## config.mk

```make
export PLATFORM = sky130hd
export DESIGN_NAME = battery_level_window_average_flat
export DESIGN_NICKNAME = d
export VERILOG_FILES = /design/src/sv/bwa_pkg.sv /design/src/sv/bwa_if.sv /design/src/sv/bwa_window.sv /design/src/sv/bwa_average.sv /design/src/sv/bwa_rsp_fifo.sv /design/src/sv/battery_level_window_average.sv /design/src/flat_wrapper.sv
export SDC_FILE = /design/constraint.sdc
export NUM_CORES = 1
export LEC_CHECK = 0
export BUFFER_PORTS_ARGS = -buffer_cell sky130_fd_sc_hd__buf_4
export CELL_PAD_IN_SITES_DETAIL_PLACEMENT = 2
export CELL_PAD_IN_SITES_GLOBAL_PLACEMENT = 2
export CORE_ASPECT_RATIO = 0.7
export CORE_MARGIN = 4
export CORE_UTILIZATION = 30
export DETAILED_ROUTE_END_ITERATION = 6
export GPL_TIMING_DRIVEN = 0
export PLACE_DENSITY_LB_ADDON = 0.25
export SETUP_SLACK_MARGIN = 0.15
export SLEW_MARGIN = 20
export SYNTH_ARGS = -nofsm -noshare
export SYNTH_HDL_FRONTEND = slang
export SYNTH_SLANG_ARGS = --single-unit
```

## constraint.sdc

```tcl
create_clock -name clock -period 3 [get_ports clock]
set_input_delay 0.45 -clock clock [delete_from_list [all_inputs] [get_ports clock]]
set_output_delay 0.45 -clock clock [all_outputs]
set_load 0.02 [all_outputs]
```

## src/sv/bwa_pkg.sv

```systemverilog
package bwa_pkg;

   localparam int unsigned WINDOW_DEF = 8;

   localparam int unsigned SAMPLE_W = 13;
   localparam int unsigned DATA_W   = 12;
   localparam int unsigned STATUS_W = 2;
   localparam int unsigned AVG_W    = 12;
   localparam int unsigned THRESH_W = 12;

   localparam logic [THRESH_W-1:0] THRESHOLD_RESET = 12'd2048;

   localparam logic [STATUS_W-1:0] STATUS_NOT_READY = 2'd0;
   localparam logic [STATUS_W-1:0] STATUS_OK        = 2'd1;
   localparam logic [STATUS_W-1:0] STATUS_LOW       = 2'd2;

   // response queue; also the number of requests that may be outstanding
   localparam int unsigned RSP_DEPTH = 8;
   localparam int unsigned RSP_PTR_W = $clog2(RSP_DEPTH);
   localparam int unsigned RSP_CNT_W = $clog2(RSP_DEPTH + 1);

   typedef struct packed {
      logic valid;
      logic clear;
      logic full;
   } win_ctrl_type;

   typedef struct packed {
      logic [STATUS_W-1:0] status;
      logic [AVG_W-1:0]    average;
   } rsp_item_type;

endpackage

```

## src/sv/bwa_if.sv

```systemverilog
interface bwa_req_if;
   import bwa_pkg::*;
   logic                       valid;
   logic                       ready;
   logic signed [SAMPLE_W-1:0] sample;
   modport source (output valid, output sample, input ready);
   modport sink (input valid, input sample, output ready);
endinterface

interface bwa_rsp_if;
   import bwa_pkg::*;
   logic                valid;
   logic                ready;
   logic [STATUS_W-1:0] status;
   logic [AVG_W-1:0]    average;
   modport source (output valid, output status, output average, input ready);
   modport sink (input valid, input status, input average, output ready);
endinterface

interface bwa_csr_if;
   import bwa_pkg::*;
   logic                valid;
   logic                ready;
   logic [THRESH_W-1:0] charge_ok_threshold;
   modport source (output valid, output charge_ok_threshold, input ready);
   modport sink (input valid, input charge_ok_threshold, output ready);
endinterface

```

## src/sv/bwa_window.sv

```systemverilog
module bwa_window #(
   parameter int unsigned WINDOW = bwa_pkg::WINDOW_DEF,
   localparam int unsigned SUM_W = bwa_pkg::SAMPLE_W - 1 + $clog2(WINDOW)
) (
   input  logic                                clock,
   input  logic                                reset,
   input  logic                                in_valid,
   input  logic signed [bwa_pkg::SAMPLE_W-1:0] sample,
   output bwa_pkg::win_ctrl_type               ctrl,
   output logic [SUM_W-1:0]                    sum
);
   import bwa_pkg::*;

   localparam int unsigned PTR_W = $clog2(WINDOW);

   logic [DATA_W-1:0] mem [WINDOW];

   logic [PTR_W-1:0]  pos_ff, pos_in;
   logic              full_ff, full_in;
   logic [DATA_W-1:0] rd_ff;

   logic              s1_valid_ff;
   logic              s1_clear_ff;
   logic              s1_sub_ff;
   logic              s1_full_ff;
   logic [PTR_W-1:0]  s1_pos_ff;
   logic [DATA_W-1:0] s1_data_ff;

   logic [SUM_W-1:0]  sum_ff, sum_in;
   win_ctrl_type      ctrl_ff, ctrl_in;

   logic positive;
   logic wrap;

   assign positive = !sample[SAMPLE_W-1] && (sample != '0);
   assign wrap     = (pos_ff == PTR_W'(WINDOW - 1));

   always_comb begin
      pos_in  = pos_ff;
      full_in = full_ff;
      if (in_valid) begin
         if (!positive) begin
            pos_in  = '0;
            full_in = 1'b0;
         end else begin
            pos_in  = wrap ? '0 : pos_ff + PTR_W'(1);
            full_in = full_ff | wrap;
         end
      end
   end

   always_ff @(posedge clock) begin
      if (reset) begin
         pos_ff      <= '0;
         full_ff     <= 1'b0;
         s1_valid_ff <= 1'b0;
      end else begin
         pos_ff      <= pos_in;
         full_ff     <= full_in;
         s1_valid_ff <= in_valid;
      end
   end

   always_ff @(posedge clock) begin
      s1_clear_ff <= !positive;
      s1_sub_ff   <= full_ff;
      s1_full_ff  <= full_in;
      s1_pos_ff   <= pos_ff;
      s1_data_ff  <= sample[DATA_W-1:0];
   end

   // Read the entry about to be overwritten; the write lands in the following cycle.
   // The next read is at least one position ahead, so no bypass is needed.
   always_ff @(posedge clock) begin
      rd_ff <= mem[pos_ff];
      if (s1_valid_ff && !s1_clear_ff) begin
         mem[s1_pos_ff] <= s1_data_ff;
      end
   end

   always_comb begin
      sum_in        = sum_ff;
      ctrl_in.valid = s1_valid_ff;
      ctrl_in.clear = s1_clear_ff;
      ctrl_in.full  = s1_full_ff;
      if (s1_valid_ff) begin
         if (s1_clear_ff) begin
            sum_in = '0;
         end else begin
            sum_in = sum_ff
                   - (s1_sub_ff ? SUM_W'(rd_ff) : '0)
                   + SUM_W'(s1_data_ff);
         end
      end
   end

   always_ff @(posedge clock) begin
      if (reset) begin
         sum_ff  <= '0;
         ctrl_ff <= '0;
      end else begin
         sum_ff  <= sum_in;
         ctrl_ff <= ctrl_in;
      end
   end

   assign ctrl = ctrl_ff;
   assign sum  = sum_ff;

   a_no_rw_overlap: assert property (@(posedge clock) disable iff (reset)
      (s1_valid_ff && !s1_clear_ff) |-> (s1_pos_ff != pos_ff))
      else $error("window write collides with pending read");

endmodule

```

## src/sv/bwa_average.sv

```systemverilog
module bwa_average #(
   parameter int unsigned WINDOW = bwa_pkg::WINDOW_DEF,
   localparam int unsigned SUM_W = bwa_pkg::SAMPLE_W - 1 + $clog2(WINDOW)
) (
   input  logic                            clock,
   input  logic                            reset,
   input  bwa_pkg::win_ctrl_type           ctrl,
   input  logic [SUM_W-1:0]                sum,
   input  logic [bwa_pkg::THRESH_W-1:0]    threshold,
   output logic                            push,
   output bwa_pkg::rsp_item_type           item
);
   import bwa_pkg::*;

   // floor(sum / WINDOW) as (sum * ceil(2^SHIFT / WINDOW)) >> SHIFT, exact
   // for every SUM_W-bit sum
   localparam int unsigned LOG_W   = $clog2(WINDOW);
   localparam int unsigned SHIFT   = SUM_W + LOG_W;
   localparam int unsigned RECIP_W = SUM_W + 1;
   localparam int unsigned PROD_W  = SUM_W + RECIP_W;
   localparam longint unsigned RECIP_L =
      ((64'd1 << SHIFT) + 64'(WINDOW) - 64'd1) / 64'(WINDOW);
   localparam logic [RECIP_W-1:0] RECIP = RECIP_W'(RECIP_L);

   logic [PROD_W-1:0]   prod_ff;
   win_ctrl_type        c2_ff;
   logic [STATUS_W-1:0] level_ff, level_in;
   logic [AVG_W-1:0]    avg;
   logic                hit;

   always_ff @(posedge clock) begin
      prod_ff <= PROD_W'(sum) * PROD_W'(RECIP);
   end

   always_ff @(posedge clock) begin
      if (reset) begin
         c2_ff <= '0;
      end else begin
         c2_ff <= ctrl;
      end
   end

   assign avg = prod_ff[SHIFT +: AVG_W];
   assign hit = c2_ff.valid && !c2_ff.clear && c2_ff.full;

   always_comb begin
      level_in = level_ff;
      if (hit) begin
         level_in = (avg >= threshold) ? STATUS_OK : STATUS_LOW;
      end
   end

   always_ff @(posedge clock) begin
      if (reset) begin
         level_ff <= STATUS_NOT_READY;
      end else begin
         level_ff <= level_in;
      end
   end

   assign push         = c2_ff.valid;
   assign item.status  = level_in;
   assign item.average = hit ? avg : '0;

   a_level_sticky: assert property (@(posedge clock) disable iff (reset)
      (level_ff != STATUS_NOT_READY) |=> (level_ff != STATUS_NOT_READY))
      else $error("status fell back to not ready");

endmodule

```

## src/sv/bwa_rsp_fifo.sv

```systemverilog
module bwa_rsp_fifo (
   input  logic                  clock,
   input  logic                  reset,
   input  logic                  push,
   input  bwa_pkg::rsp_item_type item_in,
   input  logic                  pop,
   output logic                  out_valid,
   output bwa_pkg::rsp_item_type item_out
);
   import bwa_pkg::*;

   rsp_item_type entry_ff [RSP_DEPTH];

   logic [RSP_PTR_W-1:0] wr_ff, rd_ff;
   logic [RSP_CNT_W-1:0] count_ff;

   always_ff @(posedge clock) begin
      if (push) begin
         entry_ff[wr_ff] <= item_in;
      end
   end

   always_ff @(posedge clock) begin
      if (reset) begin
         wr_ff    <= '0;
         rd_ff    <= '0;
         count_ff <= '0;
      end else begin
         if (push) begin
            wr_ff <= wr_ff + RSP_PTR_W'(1);
         end
         if (pop) begin
            rd_ff <= rd_ff + RSP_PTR_W'(1);
         end
         count_ff <= count_ff + RSP_CNT_W'(push) - RSP_CNT_W'(pop);
      end
   end

   assign out_valid = (count_ff != '0);
   assign item_out  = entry_ff[rd_ff];

   a_no_overflow: assert property (@(posedge clock) disable iff (reset)
      (push && !pop) |-> (count_ff != RSP_CNT_W'(RSP_DEPTH)))
      else $error("response queue overflow");

endmodule

```

## src/sv/battery_level_window_average.sv

```systemverilog
// channel   dir  handshake            payload
// req_ch    in   valid/ready          sample (13b signed)
// rsp_ch    out  valid/ready          status (2b), average (12b)
// csr_ch    in   valid/ready (=1)     charge_ok_threshold (12b)
//
// One request per cycle while req_ch.ready is high; each result passes through
// the window RAM read, running-sum update and reciprocal multiply, then the queue.
// Up to RSP_DEPTH requests may be outstanding; req_ch.ready drops when
// that many results are in flight or waiting, so rsp stalls backpressure.
// Synchronous reset; the sample RAM is not cleared and needs no sweep.
module battery_level_window_average #(
   parameter int unsigned WINDOW = bwa_pkg::WINDOW_DEF
) (
   input logic        clock,
   input logic        reset,
   bwa_req_if.sink    req_ch,
   bwa_rsp_if.source  rsp_ch,
   bwa_csr_if.sink    csr_ch
);
   import bwa_pkg::*;

   localparam int unsigned SUM_W = SAMPLE_W - 1 + $clog2(WINDOW);

   logic [THRESH_W-1:0]  threshold_ff;
   logic [RSP_CNT_W-1:0] pend_ff, pend_in;
   logic                 req_acc;
   logic                 rsp_pop;

   win_ctrl_type         win_ctrl;
   logic [SUM_W-1:0]     win_sum;
   logic                 push;
   rsp_item_type         push_item;
   rsp_item_type         head_item;

   assign csr_ch.ready = 1'b1;

   always_ff @(posedge clock) begin
      if (reset) begin
         threshold_ff <= THRESHOLD_RESET;
      end else if (csr_ch.valid) begin
         threshold_ff <= csr_ch.charge_ok_threshold;
      end
   end

   assign req_ch.ready = (pend_ff != RSP_CNT_W'(RSP_DEPTH));
   assign req_acc      = req_ch.valid && req_ch.ready;
   assign rsp_pop      = rsp_ch.valid && rsp_ch.ready;
   assign pend_in      = pend_ff + RSP_CNT_W'(req_acc) - RSP_CNT_W'(rsp_pop);

   always_ff @(posedge clock) begin
      if (reset) begin
         pend_ff <= '0;
      end else begin
         pend_ff <= pend_in;
      end
   end

   bwa_window #(.WINDOW(WINDOW)) u_window (
      .clock    (clock),
      .reset    (reset),
      .in_valid (req_acc),
      .sample   (req_ch.sample),
      .ctrl     (win_ctrl),
      .sum      (win_sum)
   );

   bwa_average #(.WINDOW(WINDOW)) u_average (
      .clock     (clock),
      .reset     (reset),
      .ctrl      (win_ctrl),
      .sum       (win_sum),
      .threshold (threshold_ff),
      .push      (push),
      .item      (push_item)
   );

   bwa_rsp_fifo u_rsp_fifo (
      .clock     (clock),
      .reset     (reset),
      .push      (push),
      .item_in   (push_item),
      .pop       (rsp_pop),
      .out_valid (rsp_ch.valid),
      .item_out  (head_item)
   );

   assign rsp_ch.status  = head_item.status;
   assign rsp_ch.average = head_item.average;

endmodule
```

## src/flat_wrapper.sv

```systemverilog
// flat-port wrapper written by rule: the top's interface ports become plain ports
module battery_level_window_average_flat import bwa_pkg::*;
#(
   parameter int unsigned WINDOW = bwa_pkg::WINDOW_DEF
)
  (clock, reset, req_ch_valid, req_ch_sample, req_ch_ready, rsp_ch_valid, rsp_ch_status, rsp_ch_average, rsp_ch_ready, csr_ch_valid, csr_ch_charge_ok_threshold, csr_ch_ready);
  bwa_req_if req_ch_i ();
  bwa_rsp_if rsp_ch_i ();
  bwa_csr_if csr_ch_i ();
  input logic clock;
  input logic reset;
  input wire logic [$bits(req_ch_i.valid)-1:0] req_ch_valid;
  input wire logic [$bits(req_ch_i.sample)-1:0] req_ch_sample;
  output wire logic [$bits(req_ch_i.ready)-1:0] req_ch_ready;
  output wire logic [$bits(rsp_ch_i.valid)-1:0] rsp_ch_valid;
  output wire logic [$bits(rsp_ch_i.status)-1:0] rsp_ch_status;
  output wire logic [$bits(rsp_ch_i.average)-1:0] rsp_ch_average;
  input wire logic [$bits(rsp_ch_i.ready)-1:0] rsp_ch_ready;
  input wire logic [$bits(csr_ch_i.valid)-1:0] csr_ch_valid;
  input wire logic [$bits(csr_ch_i.charge_ok_threshold)-1:0] csr_ch_charge_ok_threshold;
  output wire logic [$bits(csr_ch_i.ready)-1:0] csr_ch_ready;
  assign req_ch_i.valid = req_ch_valid;
  assign req_ch_i.sample = req_ch_sample;
  assign req_ch_ready = req_ch_i.ready;
  assign rsp_ch_valid = rsp_ch_i.valid;
  assign rsp_ch_status = rsp_ch_i.status;
  assign rsp_ch_average = rsp_ch_i.average;
  assign rsp_ch_i.ready = rsp_ch_ready;
  assign csr_ch_i.valid = csr_ch_valid;
  assign csr_ch_i.charge_ok_threshold = csr_ch_charge_ok_threshold;
  assign csr_ch_ready = csr_ch_i.ready;
  battery_level_window_average #(.WINDOW(WINDOW)) u_core (.clock(clock), .reset(reset), .req_ch(req_ch_i), .rsp_ch(rsp_ch_i), .csr_ch(csr_ch_i));
endmodule
```

=== Word-level counts from Yosys, hierarchy flattened ===
Memory sizes are Yosys's and may differ from the RTL's. A register that Yosys moved wholly into a read port is not among the register bits.
Index checks and enable logic that the tools add are counted.

* Equality and inequality tests: 2
* Add/subtract/negate cells: 9
* Mux-type cells: 15
* Reduce and logical (&&, ||, !) cells: 12
* Bitwise gates (word level): 1
* Order comparisons: 1

{| class="wikitable"
|+ Operators by type and width
! operator !! count
|-
| 2-to-1 mux 12 bit || 2
|-
| adder 15 x 12 -> 15 bit || 1
|-
| 2-to-1 mux 15 bit || 1
|-
| subtractor 15 x 12 -> 15 bit || 1
|-
| nonzero test 13 bit || 1
|-
| >= comparator 12 bit || 1
|-
| 2-to-1 mux 3 bit || 4
|-
| adder 3 x 1 -> 3 bit, second input constant || 3
|-
| adder 4 x 1 -> 4 bit || 2
|-
| subtractor 4 x 1 -> 4 bit || 2
|-
| logical AND 1 bit || 6
|-
| 2-to-1 mux 1 bit || 6
|-
| logical NOT 1 bit || 4
|-
| 2-to-1 mux 2 bit || 2
|-
| inequality test 4 bit, second input constant || 1
|-
| nonzero test 4 bit || 1
|-
| == test 3 bit, second input constant || 1
|-
| OR 1 bit || 1
|}

* Flip-flop bits (word level): 87
* Word-level logic and storage cells: 64
* Output and inout port bits: 17
* Memory bits (writable): 208
* Memories: 2
* Bits of input ports: 30

{| class="wikitable"
|+ Memories
! memory !! words !! width !! read ports !! clocked after Yosys merged registers in !! wr ports !! RTL line !! text
|-
| u_core.u_rsp_fifo.entry_ff || 8 || 14 || 1 || 1 || 1 || bwa_rsp_fifo.sv:12 || <nowiki>rsp_item_type entry_ff [RSP_DEPTH];</nowiki>
|-
| u_core.u_window.mem || 8 || 12 || 1 || 1 || 1 || bwa_window.sv:16 || <nowiki>logic [DATA_W-1:0] mem [WINDOW];</nowiki>
|}

=== Longest topological paths before layout ===
* Depth in word-level cells: 4
* Mapped depth: 12
* Depth with buffers taken out: 12

=== Hierarchy ===
A second synthesis with hierarchy kept.

* Cells, all modules: 819
* Area total of the unflattened synthesis: 12673.4 µm²

{| class="wikitable"
|+ Modules (own cells, without submodules)
! module !! cells each !! area an instance (µm²) !! seq. area each (µm²) !! instances
|-
| bwa_window || 439 || 6273.5 || 3943.8 || 1
|-
| bwa_rsp_fifo || 229 || 4903.5 || 3623.5 || 1
|-
| bwa_average || 82 || 790.8 || 340.3 || 1
|-
| battery_level_window_average || 69 || 705.7 || 320.3 || 1
|}

=== Least setup slack after synthesis ===
Ideal clock, no wire load.

* Path kind: register -> register
* Start point: register u_core.u_window.s1_sub_ff
* End point: register u_core.u_window.sum_ff[12], in the netlist u_core.u_window.sum[12]
* Setup time: 0.062 ns
* Data arrival time: 2.561 ns
* Clock period less this slack: 2.623 ns
* Path buffers: 1
* Data required time: 2.938 ns
* Setup slack: 0.377 ns
* Cell stages (with the launch flop): 12
* Path through: dfxtp_1 -> clkbuf_1 -> and2_1 -> fa_1 -> inv_1 -> fa_1 -> a211oi_2 -> o21ai_1 -> a21oi_2 -> o21ai_2 -> or3_1 -> nand3_1

* Longest elaborated chain between the ends: 4

{| class="wikitable"
|+ RTL lines
! what !! RTL line !! text
|-
| start: declaration || bwa_window.sv:24 || <nowiki>logic s1_sub_ff;</nowiki>
|-
| start signal: assignment || bwa_window.sv:66 || <nowiki>s1_sub_ff <= full_ff;</nowiki>
|-
| 2-to-1 mux 12 bit || bwa_window.sv:91 || <nowiki>- (s1_sub_ff ? SUM_W'(rd_ff) : '0)</nowiki>
|-
| subtractor 15 x 12 -> 15 bit || bwa_window.sv:91 ||
|-
| adder 15 x 12 -> 15 bit || bwa_window.sv:92 || <nowiki>+ SUM_W'(s1_data_ff);</nowiki>
|-
| 2-to-1 mux 15 bit || bwa_window.sv:87 || <nowiki>if (s1_clear_ff) begin</nowiki>
|-
| end signal: assignment || bwa_window.sv:102 || <nowiki>sum_ff <= sum_in;</nowiki>
|-
| end: declaration || bwa_window.sv:29 || <nowiki>logic [SUM_W-1:0] sum_ff, sum_in;</nowiki>
|}

Every way passes these cells.
A chain may end at the register's enable or synchronous reset.

=== Final worst setup path ===
* Start point: register u_core.u_window.s1_sub_ff
* End point: register u_core.u_window.sum_ff[8], in the netlist u_core.u_window.sum[8]

Same word-level chain as after synthesis.

==> out/qor.yml <==
worst_setup_path:
  path_class: "reg -> reg"
  cp-start-kind: "register"
  reg2regPathDepth: 12
  critPathMaxFanout: 6
  r2r_slack_ns: 0.19
  crit_required_ns: 3.40
  r2r-end: "u_core.u_window.sum[8]"
  crit_arrival_ns: 3.22
  rr_startpoint: "u_core.u_window.s1_sub_ff"
  end_kind: "register"
cts:
  clock_tree.root_cell: "clkbuf_16"
  clkSinkCount: 307
  cts_tree: "done"
  clockBufferDepth: 3
  cts_buffers: 35
  cts.reportedPaths.clkPinSlew_ns: 0.06
  clk_latency_ns: 0.52
  cts_max_level: 2
  cts_hold_buffers: 0
route:
  drcViolationCount: 0
  via_count: 6841
  ant_nets: 0
  wl_per_cell_um: 20.2
  drt_iter0_drc: 360
  via_per_inst: 4.59
  wirelength_um: 30100
  dr.pass1.iters: 4
final_layout:
  mostFrequentLayoutCell: "edfxtp_1"
  utilization: 0.363
  drive_gt1_frac: 0.261
  area_growth_pct: 19.1
  nNetsFinal: 1004
  fin_area_mm2: 0.0149
  final_cell_mix: "208 x edfxtp_1, 94 x dfxtp_1, 80 x inv_1"
  antenna_cells: 0
placement:
  io_buffers: 44
  post-place-ws_ns: -0.179
  dp_hpwl_um: 21600
  place_congestion: 0.707
  place_area_mm2: 0.0137
synth:
  avgSynthCellArea_um2: 15.3
  seq_area_frac_synth: 0.656
  synth.cell_area_mm2: 0.0125
  syn-num-nets: 907
  yosysTopAreaCellShare: 0.498
  ys.flop_type: "edfxtp_1"
  synth_cell_types: 52
  yosysWarningCount: 0
  synth_seq_cells: 307
  synth_top_cell_by_area: "edfxtp_1"
  synth_edf_count: 208
  synth_area_leaders: "edfxtp_1 50%, dfxtp_1 16%, mux4_2 9.3%"
  synth-async-reset-ratio: 0
  synthCells: 822
floorplan:
  core_mm2: 0.0411
  fp.dieArea_mm2: 0.0452
  initial_core_util: 0.305
  fp.dieH_um: 179
  ios: 47
  die_x_um: 252
  rows: 62
timing:
  slew_headroom: 0.320
  rsz0062_at_grt: "true"
  hold_slack_ns: 0.0418
  finalHoldViolations: 0
  tns_ns: 0
  timing.final.ws_setup_ns: 0.187
  fin_skew_ns: 0.0173
  min_period_ns: 2.81
  maxSlewViolCount: 0
  finalCritPeriodShare: 0.938
  report.final.setup_viol: 0
  tightest_slew_ns: 1.02
  fmax_mhz: 355
global_route:
  track_usage: 0.135
  grt_pass1_wl_um: 46500
  grt_max_degree: 15
  first_global_vias: 7555
  antenna_found_initial: 0
  grt-busiest-layer: "met1"
  grtUsageMet3: 0.0257
  use_met2: 0.200
  met1_usage: 0.206
  overflow: 0
worst_hold_path:
  whs_endpoint: "u_core.u_window.s1_data_ff[10]"
  min_path_cells: 1
  hp-start: "req_ch_sample[10]"
  hp-class: "in -> reg"
pwr:
  p_clk_frac: 0.381
  comb_power_share: 0.164
  p_seq_frac: 0.454
  peakVddDrop_v: 0.000312
  swShare: 0.261
  leakagePower_nw: 5.64
  p_per_area_mw_per_mm2: 701
  p_int_mw: 7.74
  p_sw_mw: 2.73
run:
  max_cap_violations: 0
status:
  status: "finished, final reports clean"
power groups by stage:
stage	sequential (mW)	clock, mW	combinational (mW)
floorplan	4.80	0	1.22
global placement	4.84	0	1.65
finish	4.75	3.99	1.72
detailed placement	4.85	0	1.69
CTS	4.76	4.13	1.72
global route	4.78	4.32	1.94
cell type report:
class | count | area (um^2)
Tap cell | 544 | 681
Multi-Input combinational cell | 407 | 3980
Clock inverter | 19 | 115
Buffer | 26 | 170
Clock buffer | 45 | 966
Timing Repair Buffer | 60 | 478
Fill cell | 4148 | 26200
Sequential cell | 307 | 8240
Inverter | 82 | 308
worst max-delay path by stage:
stage / end / start / depth (start not counted) / slack [ns]
floorplan: u_core.u_window.sum[12] / u_core.u_window.s1_sub_ff / 11 / 0.38
global placement: u_core.u_window.mem[0][9] / u_core.u_window.s1_valid_ff / 4 / -0.26
detailed placement: u_core.u_window.sum[12] / u_core.u_window.s1_sub_ff / 11 / -0.18
CTS: u_core.u_window.sum[8] / u_core.u_window.s1_sub_ff / 12 / 0.16
global route: u_core.u_window.sum[9] / u_core.u_window.s1_sub_ff / 11 / 0.05
finish: u_core.u_window.sum[8] / u_core.u_window.s1_sub_ff / 12 / 0.19
stage by stage:
step / power, mW / instances
floorplan: 6.02 / 822
global placement: 6.49 / 1410
detailed placement: 6.54 / 1421
CTS: 10.6 / 1487
global route: 11.0 / 1490
finish: 10.5 / 1490
critical path, cell delays in order, from the launching register on:
cell and delay (ns):
dfxtp_4 0.36, buf_8 0.13, and2_4 0.13, fa_1 0.51
inv_2 0.05, fa_2 0.41, a211oi_4 0.27, o21ai_2 0.13
a21oi_2 0.25, buf_4 0.17, o21bai_4 0.06, xnor2_2 0.14
o21ai_1 0.08
cells in the mapped netlist, types with 10 or more instances:
cell,count
nor2_1,60
nor2b_1,10
nor3_1,10
nand2_1,31
inv_1,81
clkbuf_1,10
mux4_2,52
and2_1,25
ha_1,41
dfxtp_1,99
mux2_2,26
a21oi_1,21
o21ai_1,12
mux2i_1,13
edfxtp_1,208
fa_1,14
what timing repair did:
action	in CTS	in global routing
gates resized for setup	11	22
endpoints found under the setup margin	24	23
pin swaps	5	11
cloned	0	0
hold endpoints to repair	0	0
setup buffers	2	3
logic make-up (layout without fill, tap and decap cells):
| logic type | Yosys count | count (layout) | share of synthesized area |
|---|---|---|---|
| buffers and inverters | 108 | 232 | 0.0364 |
| AO/OA/AOI/OAI | 80 | 80 | 0.0432 |
| multiplexers | 91 | 91 | 0.127 |
| flip-flops | 307 | 307 | 0.656 |
| adder cells (fa/ha/maj) | 55 | 55 | 0.0633 |
| AND/OR/NAND/NOR | 164 | 164 | 0.0625 |
| XOR/XNOR | 16 | 16 | 0.0112 |
| other | 1 | 1 | 0.000299 |
state kept, by name, summed over array words and instances (netlist names), 4 cells and up, named ones only:
register and flops:
u_core.u_rsp_fifo.entry_ff 112, u_core.u_window.mem 96, u_core.u_window.sum 15, u_core.threshold_ff 12
u_core.u_average.prod_ff 12, u_core.u_window.rd_ff 12, u_core.u_window.s1_data_ff 12, u_core.pend_ff 4
u_core.u_rsp_fifo.count_ff 4
metal layers:
layer	up-vias	part of all wire	wire length [um]
met3	34	0.042	1280
met5	-	0	0
met4	0	0.015	461
met2	100	0.43	13100
li1	3187	-	-
met1	3520	0.51	15300
Note: power is estimated with default switching activity, not from simulation.
